===== src/hdl/bsfr_pkg.sv =====
// Shared types and constants for the byte-stuffed frame receiver.
// No dependencies; every other file in hdl/ imports this package.
`default_nettype none

package bsfr_pkg;

  // Frame framing bytes
  localparam logic [7:0] SYNC1_BYTE = 8'hAA;
  localparam logic [7:0] SYNC2_BYTE = 8'hBB;
  localparam logic [7:0] ESC_BYTE   = 8'hAA;
  localparam logic [7:0] ZERO_BYTE  = 8'h00;
  localparam logic [7:0] HDR_LEN    = 8'd6;

  // Configuration register reset values
  localparam logic [15:0] TIMEOUT_RST = 16'd1000;
  localparam logic [7:0]  MAX_LEN_RST = 8'd64;

  // Configuration register indexes
  typedef enum logic {
    CFG_TIMEOUT = 1'b0,
    CFG_MAX_LEN = 1'b1
  } cfg_idx_t;

  // Command field codes
  localparam logic CMD_BYTE = 1'b0;
  localparam logic CMD_TICK = 1'b1;

  // Result kinds
  localparam logic [1:0] KIND_PAYLOAD = 2'd0;
  localparam logic [1:0] KIND_ACCEPT  = 2'd1;
  localparam logic [1:0] KIND_ERROR   = 2'd2;

  // Error codes
  localparam logic [2:0] ERR_SYNC     = 3'd0;
  localparam logic [2:0] ERR_ESCAPE   = 3'd1;
  localparam logic [2:0] ERR_RESERVED = 3'd2;
  localparam logic [2:0] ERR_LENGTH   = 3'd3;
  localparam logic [2:0] ERR_CHECKSUM = 3'd4;
  localparam logic [2:0] ERR_TIMEOUT  = 3'd5;

  // Parser phases
  typedef enum logic [3:0] {
    PH_SYNC1   = 4'd0,
    PH_SYNC2   = 4'd1,
    PH_LEN     = 4'd2,
    PH_ZERO    = 4'd3,
    PH_ID_HI   = 4'd4,
    PH_ID_LO   = 4'd5,
    PH_CMD_HI  = 4'd6,
    PH_CMD_LO  = 4'd7,
    PH_STATUS  = 4'd8,
    PH_PAYLOAD = 4'd9,
    PH_CHECK   = 4'd10
  } phase_t;

  typedef struct packed {
    logic       command;
    logic [7:0] rx_byte;
  } in_item_t;

  typedef struct packed {
    logic [1:0]  result_kind;
    logic [7:0]  payload_byte;
    logic [7:0]  payload_index;
    logic [15:0] frame_id;
    logic [15:0] frame_cmd;
    logic [7:0]  frame_status;
    logic [7:0]  payload_len;
    logic [2:0]  error_code;
  } out_item_t;

  typedef struct packed {
    logic [15:0] timeout_ticks;
    logic [7:0]  max_payload_len;
  } cfg_t;

endpackage

`default_nettype wire


===== src/hdl/byte_stuffed_frame_receiver.sv =====
// Byte-stuffed frame receiver: one input register, single-pass parser and a
// result register holding at most one result per request. A new request is
// taken every cycle unless the input side stalls; its result is presented
// once the parser has run on the input register and loaded the result
// register. The input side stalls only while a result is held by a stalled
// output and the request waiting in the input register would produce another
// one. Ticks count only inside a frame; configuration applies at its next use.
// Depends on bsfr_pkg, bsfr_cfg_regs and bsfr_parser.
`default_nettype none

module byte_stuffed_frame_receiver import bsfr_pkg::*; (
  input  wire logic        clk,
  input  wire logic        rst_n,
  input  wire logic        in_valid,
  output logic             in_stall,
  input  wire in_item_t    in_data,
  output logic             out_valid,
  input  wire logic        out_stall,
  output out_item_t        out_data,
  input  wire logic        cfg_we,
  input  wire logic        cfg_index,
  input  wire logic [15:0] cfg_wdata
);

  cfg_t      cfg;
  logic      in_vld_r, in_vld_nxt;
  in_item_t  in_item_r;
  logic      out_vld_r, out_vld_nxt;
  out_item_t out_item_r;
  logic      res_vld;
  out_item_t res;
  logic      fire;
  logic      load_out;

  bsfr_cfg_regs u_cfg (
    .clk       (clk),
    .rst_n     (rst_n),
    .cfg_we    (cfg_we),
    .cfg_index (cfg_index),
    .cfg_wdata (cfg_wdata),
    .cfg       (cfg)
  );

  bsfr_parser u_parser (
    .clk     (clk),
    .rst_n   (rst_n),
    .fire    (fire),
    .item    (in_item_r),
    .cfg     (cfg),
    .res_vld (res_vld),
    .res     (res)
  );

  // Process the held request unless its result has nowhere to go
  assign fire     = in_vld_r && (!res_vld || !out_vld_r || !out_stall);
  assign load_out = fire && res_vld;
  assign in_stall = in_vld_r && !fire;

  // Input register occupancy and result register occupancy
  always_comb begin
    in_vld_nxt  = in_vld_r;
    out_vld_nxt = out_vld_r;
    if (in_valid && !in_stall) in_vld_nxt = 1'b1;
    else if (fire)             in_vld_nxt = 1'b0;
    if (load_out)                   out_vld_nxt = 1'b1;
    else if (out_vld_r && !out_stall) out_vld_nxt = 1'b0;
  end

  always_ff @(posedge clk) begin
    if (!rst_n) begin
      in_vld_r  <= 1'b0;
      out_vld_r <= 1'b0;
    end else begin
      in_vld_r  <= in_vld_nxt;
      out_vld_r <= out_vld_nxt;
    end
  end

  // Hold payloads
  always_ff @(posedge clk) begin
    if (in_valid && !in_stall) in_item_r <= in_data;
    if (load_out)              out_item_r <= res;
  end

  assign out_valid = out_vld_r;
  assign out_data  = out_item_r;

  // A produced result is always presented the next cycle
  a_result_lands: assert property (@(posedge clk) disable iff (!rst_n)
    load_out |=> out_vld_r)
    else $error("result lost between parser and output register");

  // A request that could not be processed stays in the input register
  a_held_request: assert property (@(posedge clk) disable iff (!rst_n)
    (in_vld_r && !fire) |=> (in_vld_r && $stable(in_item_r)))
    else $error("unprocessed request dropped or overwritten");

  // Stall is raised only with a request held
  a_stall_needs_item: assert property (@(posedge clk) disable iff (!rst_n)
    in_stall |-> in_vld_r)
    else $error("input stalled with empty input register");

endmodule

`default_nettype wire


===== src/hdl/bsfr_cfg_regs.sv =====
// Configuration registers of the frame receiver (timeout, payload limit).
// Depends on bsfr_pkg.
`default_nettype none

module bsfr_cfg_regs import bsfr_pkg::*; (
  input  wire logic        clk,
  input  wire logic        rst_n,
  input  wire logic        cfg_we,
  input  wire logic        cfg_index,
  input  wire logic [15:0] cfg_wdata,
  output cfg_t             cfg
);

  logic [15:0] timeout_r;
  logic [7:0]  max_len_r;

  // Take a write at the addressed register
  always_ff @(posedge clk) begin
    if (!rst_n) begin
      timeout_r <= TIMEOUT_RST;
      max_len_r <= MAX_LEN_RST;
    end else if (cfg_we) begin
      unique case (cfg_idx_t'(cfg_index))
        CFG_TIMEOUT: timeout_r <= cfg_wdata;
        CFG_MAX_LEN: max_len_r <= cfg_wdata[7:0];
      endcase
    end
  end

  assign cfg.timeout_ticks   = timeout_r;
  assign cfg.max_payload_len = max_len_r;

endmodule

`default_nettype wire


===== src/hdl/bsfr_parser.sv =====
// Frame parser: phase machine, unstuffing, XOR check, timeout counter.
// Single pass per request; depends on bsfr_pkg.
`default_nettype none

module bsfr_parser import bsfr_pkg::*; (
  input  wire logic     clk,
  input  wire logic     rst_n,
  input  wire logic     fire,
  input  wire in_item_t item,
  input  wire cfg_t     cfg,
  output logic          res_vld,
  output out_item_t     res
);

  phase_t      phase_r, phase_nxt;
  logic        esc_r, esc_nxt;
  logic [7:0]  check_r, check_nxt;
  logic [7:0]  length_r, length_nxt;
  logic [15:0] id_r, id_nxt;
  logic [15:0] cmd_r, cmd_nxt;
  logic [7:0]  status_r, status_nxt;
  logic [7:0]  count_r, count_nxt;
  logic [15:0] idle_r, idle_nxt;

  logic       is_tick;
  logic [7:0] b;
  logic       data_ok;
  logic       bad_esc;
  logic [7:0] v;
  logic [7:0] plen;
  logic       len_bad;
  logic       tick_to;
  logic [7:0] count_inc;

  // Unstuffing and shared decode
  assign is_tick   = (item.command == CMD_TICK);
  assign b         = item.rx_byte;
  assign bad_esc   = esc_r && (b != ZERO_BYTE);
  assign data_ok   = esc_r ? (b == ZERO_BYTE) : (b != ESC_BYTE);
  assign v         = esc_r ? ESC_BYTE : b;
  assign plen      = length_r - HDR_LEN;
  assign len_bad   = (length_r < HDR_LEN) || (plen > cfg.max_payload_len);
  assign tick_to   = (phase_r != PH_SYNC1) && (idle_r >= cfg.timeout_ticks);
  assign count_inc = count_r + 8'd1;

  // Next state
  always_comb begin
    phase_nxt  = phase_r;
    esc_nxt    = esc_r;
    check_nxt  = check_r;
    length_nxt = length_r;
    id_nxt     = id_r;
    cmd_nxt    = cmd_r;
    status_nxt = status_r;
    count_nxt  = count_r;
    idle_nxt   = idle_r;
    if (is_tick) begin
      if (tick_to) begin
        phase_nxt = PH_SYNC1;
        esc_nxt   = 1'b0;
        idle_nxt  = '0;
      end else if (phase_r != PH_SYNC1) begin
        idle_nxt = idle_r + 16'd1;
      end
    end else begin
      idle_nxt = '0;
      unique case (phase_r)
        PH_SYNC1: begin
          esc_nxt = 1'b0;
          if (b == SYNC1_BYTE) begin
            check_nxt  = '0;
            length_nxt = '0;
            id_nxt     = '0;
            cmd_nxt    = '0;
            status_nxt = '0;
            count_nxt  = '0;
            phase_nxt  = PH_SYNC2;
          end
        end
        PH_SYNC2: begin
          esc_nxt   = 1'b0;
          phase_nxt = (b == SYNC2_BYTE) ? PH_LEN : PH_SYNC1;
        end
        PH_ZERO: begin
          esc_nxt   = 1'b0;
          phase_nxt = (b == ZERO_BYTE) ? PH_ID_HI : PH_SYNC1;
        end
        PH_CHECK: begin
          esc_nxt   = 1'b0;
          phase_nxt = PH_SYNC1;
        end
        PH_LEN, PH_ID_HI, PH_ID_LO, PH_CMD_HI, PH_CMD_LO, PH_STATUS,
        PH_PAYLOAD: begin
          // Hold an escape until its filler byte shows up
          esc_nxt = !esc_r && (b == ESC_BYTE);
          if (bad_esc) begin
            phase_nxt = PH_SYNC1;
          end else if (data_ok) begin
            unique case (phase_r)
              PH_LEN: begin
                length_nxt = v;
                phase_nxt  = PH_ZERO;
              end
              PH_ID_HI: begin
                id_nxt    = {v, 8'h00};
                check_nxt = check_r ^ v;
                phase_nxt = PH_ID_LO;
              end
              PH_ID_LO: begin
                id_nxt    = {id_r[15:8], v};
                check_nxt = check_r ^ v;
                phase_nxt = PH_CMD_HI;
              end
              PH_CMD_HI: begin
                cmd_nxt   = {v, 8'h00};
                check_nxt = check_r ^ v;
                phase_nxt = PH_CMD_LO;
              end
              PH_CMD_LO: begin
                cmd_nxt   = {cmd_r[15:8], v};
                check_nxt = check_r ^ v;
                phase_nxt = PH_STATUS;
              end
              PH_STATUS: begin
                status_nxt = v;
                if (len_bad) begin
                  phase_nxt = PH_SYNC1;
                end else begin
                  count_nxt = '0;
                  phase_nxt = (plen == 8'd0) ? PH_CHECK : PH_PAYLOAD;
                end
              end
              default: begin
                check_nxt = check_r ^ v;
                count_nxt = count_inc;
                if (count_inc >= plen) phase_nxt = PH_CHECK;
              end
            endcase
          end
        end
        default: begin
          phase_nxt = PH_SYNC1;
        end
      endcase
    end
  end

  // Result of this request
  always_comb begin
    res_vld           = 1'b0;
    res.result_kind   = KIND_ERROR;
    res.payload_byte  = '0;
    res.payload_index = '0;
    res.frame_id      = id_nxt;
    res.frame_cmd     = cmd_nxt;
    res.frame_status  = status_nxt;
    res.payload_len   = '0;
    res.error_code    = '0;
    if (is_tick) begin
      if (tick_to) begin
        res_vld        = 1'b1;
        res.error_code = ERR_TIMEOUT;
      end
    end else begin
      unique case (phase_r)
        PH_SYNC1: begin
          res_vld        = (b != SYNC1_BYTE);
          res.error_code = ERR_SYNC;
        end
        PH_SYNC2: begin
          res_vld        = (b != SYNC2_BYTE);
          res.error_code = ERR_SYNC;
        end
        PH_ZERO: begin
          res_vld        = (b != ZERO_BYTE);
          res.error_code = ERR_RESERVED;
        end
        PH_CHECK: begin
          res_vld = 1'b1;
          if (b != check_r) begin
            res.error_code = ERR_CHECKSUM;
          end else begin
            res.result_kind = KIND_ACCEPT;
            res.payload_len = plen;
          end
        end
        PH_LEN, PH_ID_HI, PH_ID_LO, PH_CMD_HI, PH_CMD_LO: begin
          res_vld        = bad_esc;
          res.error_code = ERR_ESCAPE;
        end
        PH_STATUS: begin
          res_vld        = bad_esc || (data_ok && len_bad);
          res.error_code = bad_esc ? ERR_ESCAPE : ERR_LENGTH;
        end
        PH_PAYLOAD: begin
          res_vld = bad_esc || data_ok;
          if (bad_esc) begin
            res.error_code = ERR_ESCAPE;
          end else begin
            res.result_kind   = KIND_PAYLOAD;
            res.payload_byte  = v;
            res.payload_index = count_r;
            res.payload_len   = plen;
          end
        end
        default: begin
          res_vld = 1'b0;
        end
      endcase
    end
  end

  // Advance state on each processed request
  always_ff @(posedge clk) begin
    if (!rst_n) begin
      phase_r  <= PH_SYNC1;
      esc_r    <= 1'b0;
      check_r  <= '0;
      length_r <= '0;
      id_r     <= '0;
      cmd_r    <= '0;
      status_r <= '0;
      count_r  <= '0;
      idle_r   <= '0;
    end else if (fire) begin
      phase_r  <= phase_nxt;
      esc_r    <= esc_nxt;
      check_r  <= check_nxt;
      length_r <= length_nxt;
      id_r     <= id_nxt;
      cmd_r    <= cmd_nxt;
      status_r <= status_nxt;
      count_r  <= count_nxt;
      idle_r   <= idle_nxt;
    end
  end

  // No escape can be left open once back at the frame start
  a_idle_no_escape: assert property (@(posedge clk) disable iff (!rst_n)
    (phase_r == PH_SYNC1) |-> !esc_r)
    else $error("escape pending while waiting for sync");

  // Payload index stays below the frame's payload length
  a_count_in_range: assert property (@(posedge clk) disable iff (!rst_n)
    (phase_r == PH_PAYLOAD) |-> (count_r < plen))
    else $error("payload count past payload length");

endmodule

`default_nettype wire

===== config.mk =====
export PLATFORM = sky130hd
export DESIGN_NAME = byte_stuffed_frame_receiver
export DESIGN_NICKNAME = d
export VERILOG_FILES = /design/src/hdl/bsfr_pkg.sv /design/src/hdl/byte_stuffed_frame_receiver.sv /design/src/hdl/bsfr_cfg_regs.sv /design/src/hdl/bsfr_parser.sv
export SDC_FILE = /design/constraint.sdc
export NUM_CORES = 1
export LEC_CHECK = 0
export BUFFER_PORTS_ARGS = -buffer_cell sky130_fd_sc_hd__buf_4
export CAP_MARGIN = 5
export CORE_UTILIZATION = 40
export DETAILED_ROUTE_END_ITERATION = 10
export GPL_TIMING_DRIVEN = 1
export PLACE_DENSITY = 0.55
export SLEW_MARGIN = 20
export SYNTH_ARGS = -nofsm -noshare
export SYNTH_HDL_FRONTEND = slang
export SYNTH_SLANG_ARGS = --single-unit

===== constraint.sdc =====
create_clock -name clk -period 6.5 [get_ports clk]
set_input_delay 1.3 -clock clk [delete_from_list [all_inputs] [get_ports clk]]
set_output_delay 1.3 -clock clk [all_outputs]
set_load 0.05 [all_outputs]

# After elaboration in Yosys (flattened, before gate mapping)

Index checks and enable logic that the tools add are counted.

Memory bits (writable): 0
Input port bits: 31
Memories kept: 0
Output and inout port bits: 71
Bits in latches: 0
ROM bits: 0
Register bits after elaboration: 189
Word-level logic and storage cells: 174

Shifts and indexed selects: 0
Muxes and demuxes: 71
Magnitude comparators: 4
Reductions and logical operators: 42
Div/mod/pow operators: 0
Equality and inequality tests: 27
Bitwise logic cells: 4
Add/sub/neg operators: 3
Multiply operators: 0

Operator list:

| kind                                                                     | number |
|---|---|
| 16-bit two-way mux                                                       | 11 |
| 8-bit two-way mux                                                        | 18 |
| 16-bit case mux with 2 select lines                                      | 4 |
| 8-bit case mux with 2 select lines                                       | 6 |
| 4-bit two-way mux                                                        | 7 |
| 4-bit case mux with 6 select lines                                       | 1 |
| 18-bit two-way mux                                                       | 1 |
| 16-bit by 1-bit adder with 16-bit output, second input constant          | 1 |
| 4-bit by 3-bit == test with 1-bit output, second input constant          | 4 |
| 8-bit == test, second input constant                                     | 2 |
| 16-bit greater-or-equal comparator                                       | 1 |
| 8-bit zero test                                                          | 2 |
| 8-bit inequality test, second input constant                             | 2 |
| 4-bit case mux with 4 select lines                                       | 1 |
| 3-bit case mux with 5 select lines                                       | 1 |
| 7-bit AND reduction                                                      | 2 |
| 4-bit == test, second input constant                                     | 3 |
| 3-bit two-way mux                                                        | 4 |
| 1-bit two-way mux                                                        | 10 |
| 10-bit by 2-bit inequality test with 1-bit output, second input constant | 1 |
| 1-bit logical AND                                                        | 9 |
| 8-bit by 1-bit adder with 8-bit output, second input constant            | 1 |
| 4-bit by 2-bit == test with 1-bit output, second input constant          | 2 |
| 8-bit greater-or-equal comparator                                        | 1 |
| other kinds (33)                                                         | 56 |

# Longest topological paths before layout

Word-level depth: 16
Depth in mapped cells: 15
Depth with buffers taken out: 13

# By module

A second synthesis with hierarchy kept.

Cells, all modules: 896
Area total of the unflattened synthesis: 9137.5 um^2

Modules (own cells, without submodules):

| module                      | sequential area each (um^2) | cells each | area each (um^2) | instances |
|---|---|---|---|---|
| bsfr_parser                 | 1701.6                      | 704        | 5734.2           | 1 |
| byte_stuffed_frame_receiver | 2382.3                      | 89         | 2437.3           | 1 |
| bsfr_cfg_regs               | 480.5                       | 103        | 965.9            | 1 |

# Worst setup path after synthesis

Ideal clock, no wire load.

Kind: register to register
Start: register u_parser.length_r[3]
End: register out_item_r (netlist bit out_data[0]) (enable)
Path slack: 1398 ps
Setup time: 434 ps
Clock period less this slack: 5102 ps
Data required time: 6066 ps
Path buffers: 1
Arrival time: 4668 ps
Cell stages (with the launch flop): 14
Cells stage by stage: dfxtp_1 or4_1 nor2_1 xnor2_1 inv_1 ha_1 nand4_1 nor2_1 a2111oi_2 o211ai_1 a31oi_4 o221a_2 clkbuf_1 and2_1

Word-level cells in the longest chain between the ends: 12
Elaborated cells between the ends (all ways): 13
Those cells by class: 1 x add/sub; 2 x order compare; 2 x mux; 8 x reduce/logical

RTL lines:

| item                                        | RTL line                          | RTL |
|---|---|---|
| start, declared                             | bsfr_parser.sv:18                 | `logic [7:0] length_r, length_nxt;` |
| start signal, assigned                      | bsfr_parser.sv:229                | `length_r <= length_nxt;` |
| 8-bit by 3-bit subtractor with 8-bit output | bsfr_parser.sv:41                 | `assign plen = length_r - HDR_LEN;` |
| 8-bit greater-than comparator               | bsfr_parser.sv:42                 | `assign len_bad = (length_r < HDR_LEN) \|\| (plen > cfg.max_payload_len);` |
| 1-bit logical OR (*)                        | bsfr_parser.sv:42                 |  |
| 1-bit logical AND (*)                       | bsfr_parser.sv:192                | `res_vld = bad_esc \|\| (data_ok && len_bad);` |
| 1-bit logical OR (*)                        | bsfr_parser.sv:192                |  |
| 1-bit case mux with 7 select lines (*)      | bsfr_parser.sv:165                | `unique case (phase_r)` |
| 1-bit two-way mux (*)                       | bsfr_parser.sv:159                | `if (is_tick) begin` |
| 1-bit zero test                             | byte_stuffed_frame_receiver.sv:55 | `assign fire = in_vld_r && (!res_vld \|\| !out_vld_r \|\| !out_stall);` |
| 1-bit logical OR (2 in a row)               | byte_stuffed_frame_receiver.sv:55 |  |
| 1-bit logical AND                           | byte_stuffed_frame_receiver.sv:55 |  |
| 1-bit logical AND (*)                       | byte_stuffed_frame_receiver.sv:56 | `assign load_out = fire && res_vld;` |
| net load_out                                | byte_stuffed_frame_receiver.sv:33 | `logic load_out;` |
| end signal, assigned                        | byte_stuffed_frame_receiver.sv:82 | `if (load_out) out_item_r <= res;` |
| end, declared                               | byte_stuffed_frame_receiver.sv:29 | `out_item_t out_item_r;` |

Mark *: on every way through the listed nets, which the timed path passes. The rest lies on a longest branch.
A chain may end at the register's enable or synchronous reset.

# Worst setup path in the final report

Start: register u_parser.length_r[1]
End: output in_stall

Word-level cells in the longest chain between the ends: 13
Elaborated cells between the ends (all ways): 14
Those cells by class: 1 x add/sub; 2 x order compare; 2 x mux; 9 x reduce/logical

RTL lines:

| item                                        | RTL line                          | RTL |
|---|---|---|
| 8-bit by 3-bit subtractor with 8-bit output | bsfr_parser.sv:41                 |  |
| 8-bit greater-than comparator               | bsfr_parser.sv:42                 |  |
| 1-bit logical OR (*)                        | bsfr_parser.sv:42                 |  |
| 1-bit logical AND (*)                       | bsfr_parser.sv:192                |  |
| 1-bit logical OR (*)                        | bsfr_parser.sv:192                |  |
| 1-bit case mux with 7 select lines (*)      | bsfr_parser.sv:165                |  |
| 1-bit two-way mux (*)                       | bsfr_parser.sv:159                |  |
| 1-bit zero test (*)                         | byte_stuffed_frame_receiver.sv:55 |  |
| 1-bit logical OR (*) (2 in a row)           | byte_stuffed_frame_receiver.sv:55 |  |
| 1-bit logical AND (*)                       | byte_stuffed_frame_receiver.sv:55 |  |
| 1-bit zero test (*)                         | byte_stuffed_frame_receiver.sv:57 | `assign in_stall = in_vld_r && !fire;` |
| 1-bit logical AND (*)                       | byte_stuffed_frame_receiver.sv:57 |  |
| end, declared                               | byte_stuffed_frame_receiver.sv:15 | `output logic in_stall,` |

Mark *: on every way between the ends. The rest lies on a longest branch, timed or not.

==> impl_metrics.ini <==
[cts]
postCtsResizedCells = 0
h-tree-depth = 4
path_clk_slew_ns = 0.08
postCtsSetupRepairBufs = 0
clkLatencyLatePin_ns = 0.44
cts_hold_buf = 0
cts_buffers = 17
cts.sinks = 189
clockBufferDepth = 2
clk_root_buffer_cell = clkbuf_16
cts_tree = built

[synth]
synth_flop_cell = dfxtp_1
post_synth_instance_area_mm2 = 0.00938
syn_nets = 1036
ys_types = 68
synth_simple_gate_area_share_pct = 21.7
ys_async_sr_fraction_pct = 0
yosysWarnings = 0
synth_top_family_by_area = simple AND/OR/NAND/NOR gates
synth_edf_count = 78
synth_compound_area_share_pct = 16.6
synthAdderAreaFrac_pct = 4.67
muxShareOfSynthArea_pct = 2.36
avgSynthCellArea_um2 = 9.67
yosysSeqAreaShare_pct = 48.7
synth_xor_area_share_pct = 1.87
synth_area_leaders = edfxtp_1 (25%), dfxtp_1 (24%), ha_1 (4.7%)
synth_top_area_share_pct = 25.0
synth_top_cell_by_area = edfxtp_1
synth-seq-cells = 189
syn_inst = 970

[cells_and_area]
layout_commonest_cell = dfxtp_1
final_core_utilization_pct = 47.9
num-fill-cells = 2255
drive_gt1_share_pct = 15.0
num_antenna_cells = 0
layout_common_cells = dfxtp_1 (111), buf_4 (108), nand2_1 (104)
syn2layout_area_growth_pct = 16.7
final_nets = 1106

[grt]
grt.total_usage_pct = 20.7
grt_pass1_vias = 7184
grt_first_pass_wirelength_um = 39100
grt_overflow = 0
grt_max_degree = 94
antenna_found_initial = 0

[sta]
relSlewSlack_pct = 27.0
final_max_slew_viol_count = 0
min_period_ns = 5.15
rsz0062_at_grt = false
setup_tns_ns = 0
worst_hold_slack_ns = 0.470
clock_skew_ns = 0.0185
finalCritPeriodShare_pct = 79.2
finalHoldViolCount = 0
setup_viol = 0
fmax_mhz = 194
worst_pin_slew_ns = 1.09

[placed_design]
place_hpwl_um = 16200
place_congestion = 0.840
port_buffers = 101

[die]
chipWidth_um = 155
ioPinCount = 102
start_util_pct = 41.1
die-area_mm2 = 0.0241
coreArea_mm2 = 0.0228
rows = 55
die_h_um = 155

[run]
max_cap_viol_count = 0

[critical_path]
cp_slowest_cell = dfxtp_1
cp-end-kind = output port
slowest_delay_ns = 0.49
crit_path_start_kind = flip-flop
path_buf_inv = 4
cp.arrival_ns = 3.85
critical_path.max_fanout = 8
critPathKind = reg2out
path_cells = ha_1 -> nor3_1 -> xnor2_1 -> inv_1 -> ha_1 -> a211oi_1 -> nor2_1 -> a2111oi_2 -> o211ai_1 -> a31oi_4 -> o31ai_1 -> buf_4 -> nand3_1 -> inv_1 -> buf_4
crit_family = compound AO/OA/AOI/OAI gates
worst_ep_required_time_ns = 5.20

[worst_hold_path]
hold_class = reg2reg

[routing]
drc = 0
vias_per_cell = 5.49
wirelength_um = 24000
drtIter0Drc = 631
vias = 7496
drtPass1Iterations = 5
post_drt_wl_per_cell_um = 17.5
antenna_left = 0

[power]
p_leak_nw = 4.09
power.density_mw_per_mm2 = 230
vdd_ir_drop_max_mv = 0.164

[run_status]
outcome = complete, no violations
kinds of logic after synthesis:
kind of cell               count (synthesis)
AOI/OAI and AO/OA                        208
xor gates and xnor gates                  20
adders and majority gates                 35
buffers and inverters                     99
DFF                                      189
muxes                                     22
and+or+nand+nor                          397
registers in the layout (all words and copies together), names as in the netlist:
name / count
out_data: 69
u_cfg.timeout_r: 16
u_parser.cmd_r: 16
u_parser.id_r: 16
u_parser.idle_r: 16
in_item_r: 9
u_cfg.max_len_r: 8
u_parser.check_r: 8
u_parser.count_r: 8
u_parser.length_r: 8
u_parser.status_r: 8
u_parser.phase_r: 4
in_vld_r: 1
out_valid: 1
u_parser.esc_r: 1
synth_stat cells, drive strengths merged (4+ instances only):
cell    instances
mux2i          21
xor2           11
a211oi          7
nand3b          8
o211ai         19
edfxtp         78
or3             5
o21ai          35
a32oi          17
a22o           37
xnor2           9
nand2         104
nor2          100
o31ai          10
nor4            9
and2           14
nand4          16
nor2b          32
clkbuf         39
o41ai           4
o211a           4
nor3b          24
ha             35
a21o            7
a21oi          26
nor3           13
a31oi           5
buf            19
nand2b         14
nand3          36
a21boi         22
dfxtp         111
or4             9
inv            41
report_power, final:
| part | internal [W] | total, W | leakage (nW) | switching (W) |
|---|---|---|---|---|
| Combinational | 0.0000703 | 0.000207 | 2.23 | 0.000136 |
| Clock | 0.000512 | 0.00103 | 0.281 | 0.000514 |
| Sequential | 0.00127 | 0.00129 | 1.59 | 0.0000208 |
| Total | 0.00185 | 0.00252 | 4.09 | 0.000671 |
worst min-delay path, cell delays in order, from the launching register on:
cell,delay [ns]
dfxtp_1,0.32
nand2_1,0.05
a21boi_0,0.06
metal layers:
metal  track usage [%]  wire [um]  up-vias
met5                 0          0        -
met2              32.2      11100      206
met3              3.06       1030       25
met4              6.55        394        0
li1                  -          -     3671
met1              29.6      11500     3594
through the flow:
step,area [um2],setup slack (ns),power [W],std cells
floorplan,9380,1.40,0.00146,970
global placement,10400,1.91,0.00152,1334
detailed placement,10400,1.84,0.00152,1334
CTS,10900,1.34,0.00254,1366
global route,10900,1.04,0.00262,1366
finish,10900,1.35,0.00252,1366
final cells by class:
type                       instances  area (um2)  area share [%]
clock inverter                    15         146            1.34
inverter                          41         154            1.41
clock buffer                      17         425            3.89
sequential                       189        4560            41.7
multi-input combinational        682        4430            40.5
timing repair buffer             109         831            7.59
tap                              313         392            3.58
worst paths after layout:
| kind | end | slack, ns | start | cells after the start |
|---|---|---|---|---|
| max | in_stall | 1.35 | u_parser.length_r[1] | 15 |
| min reg2reg | u_cfg.timeout_r[13] | 0.47 | u_cfg.timeout_r[13] | 2 |
| min | u_cfg.timeout_r[13] | 0.47 | u_cfg.timeout_r[13] | 2 |
| max reg2reg | out_data[15] | 2.19 | u_parser.length_r[3] | 14 |
(Power assumes the default switching activity.)
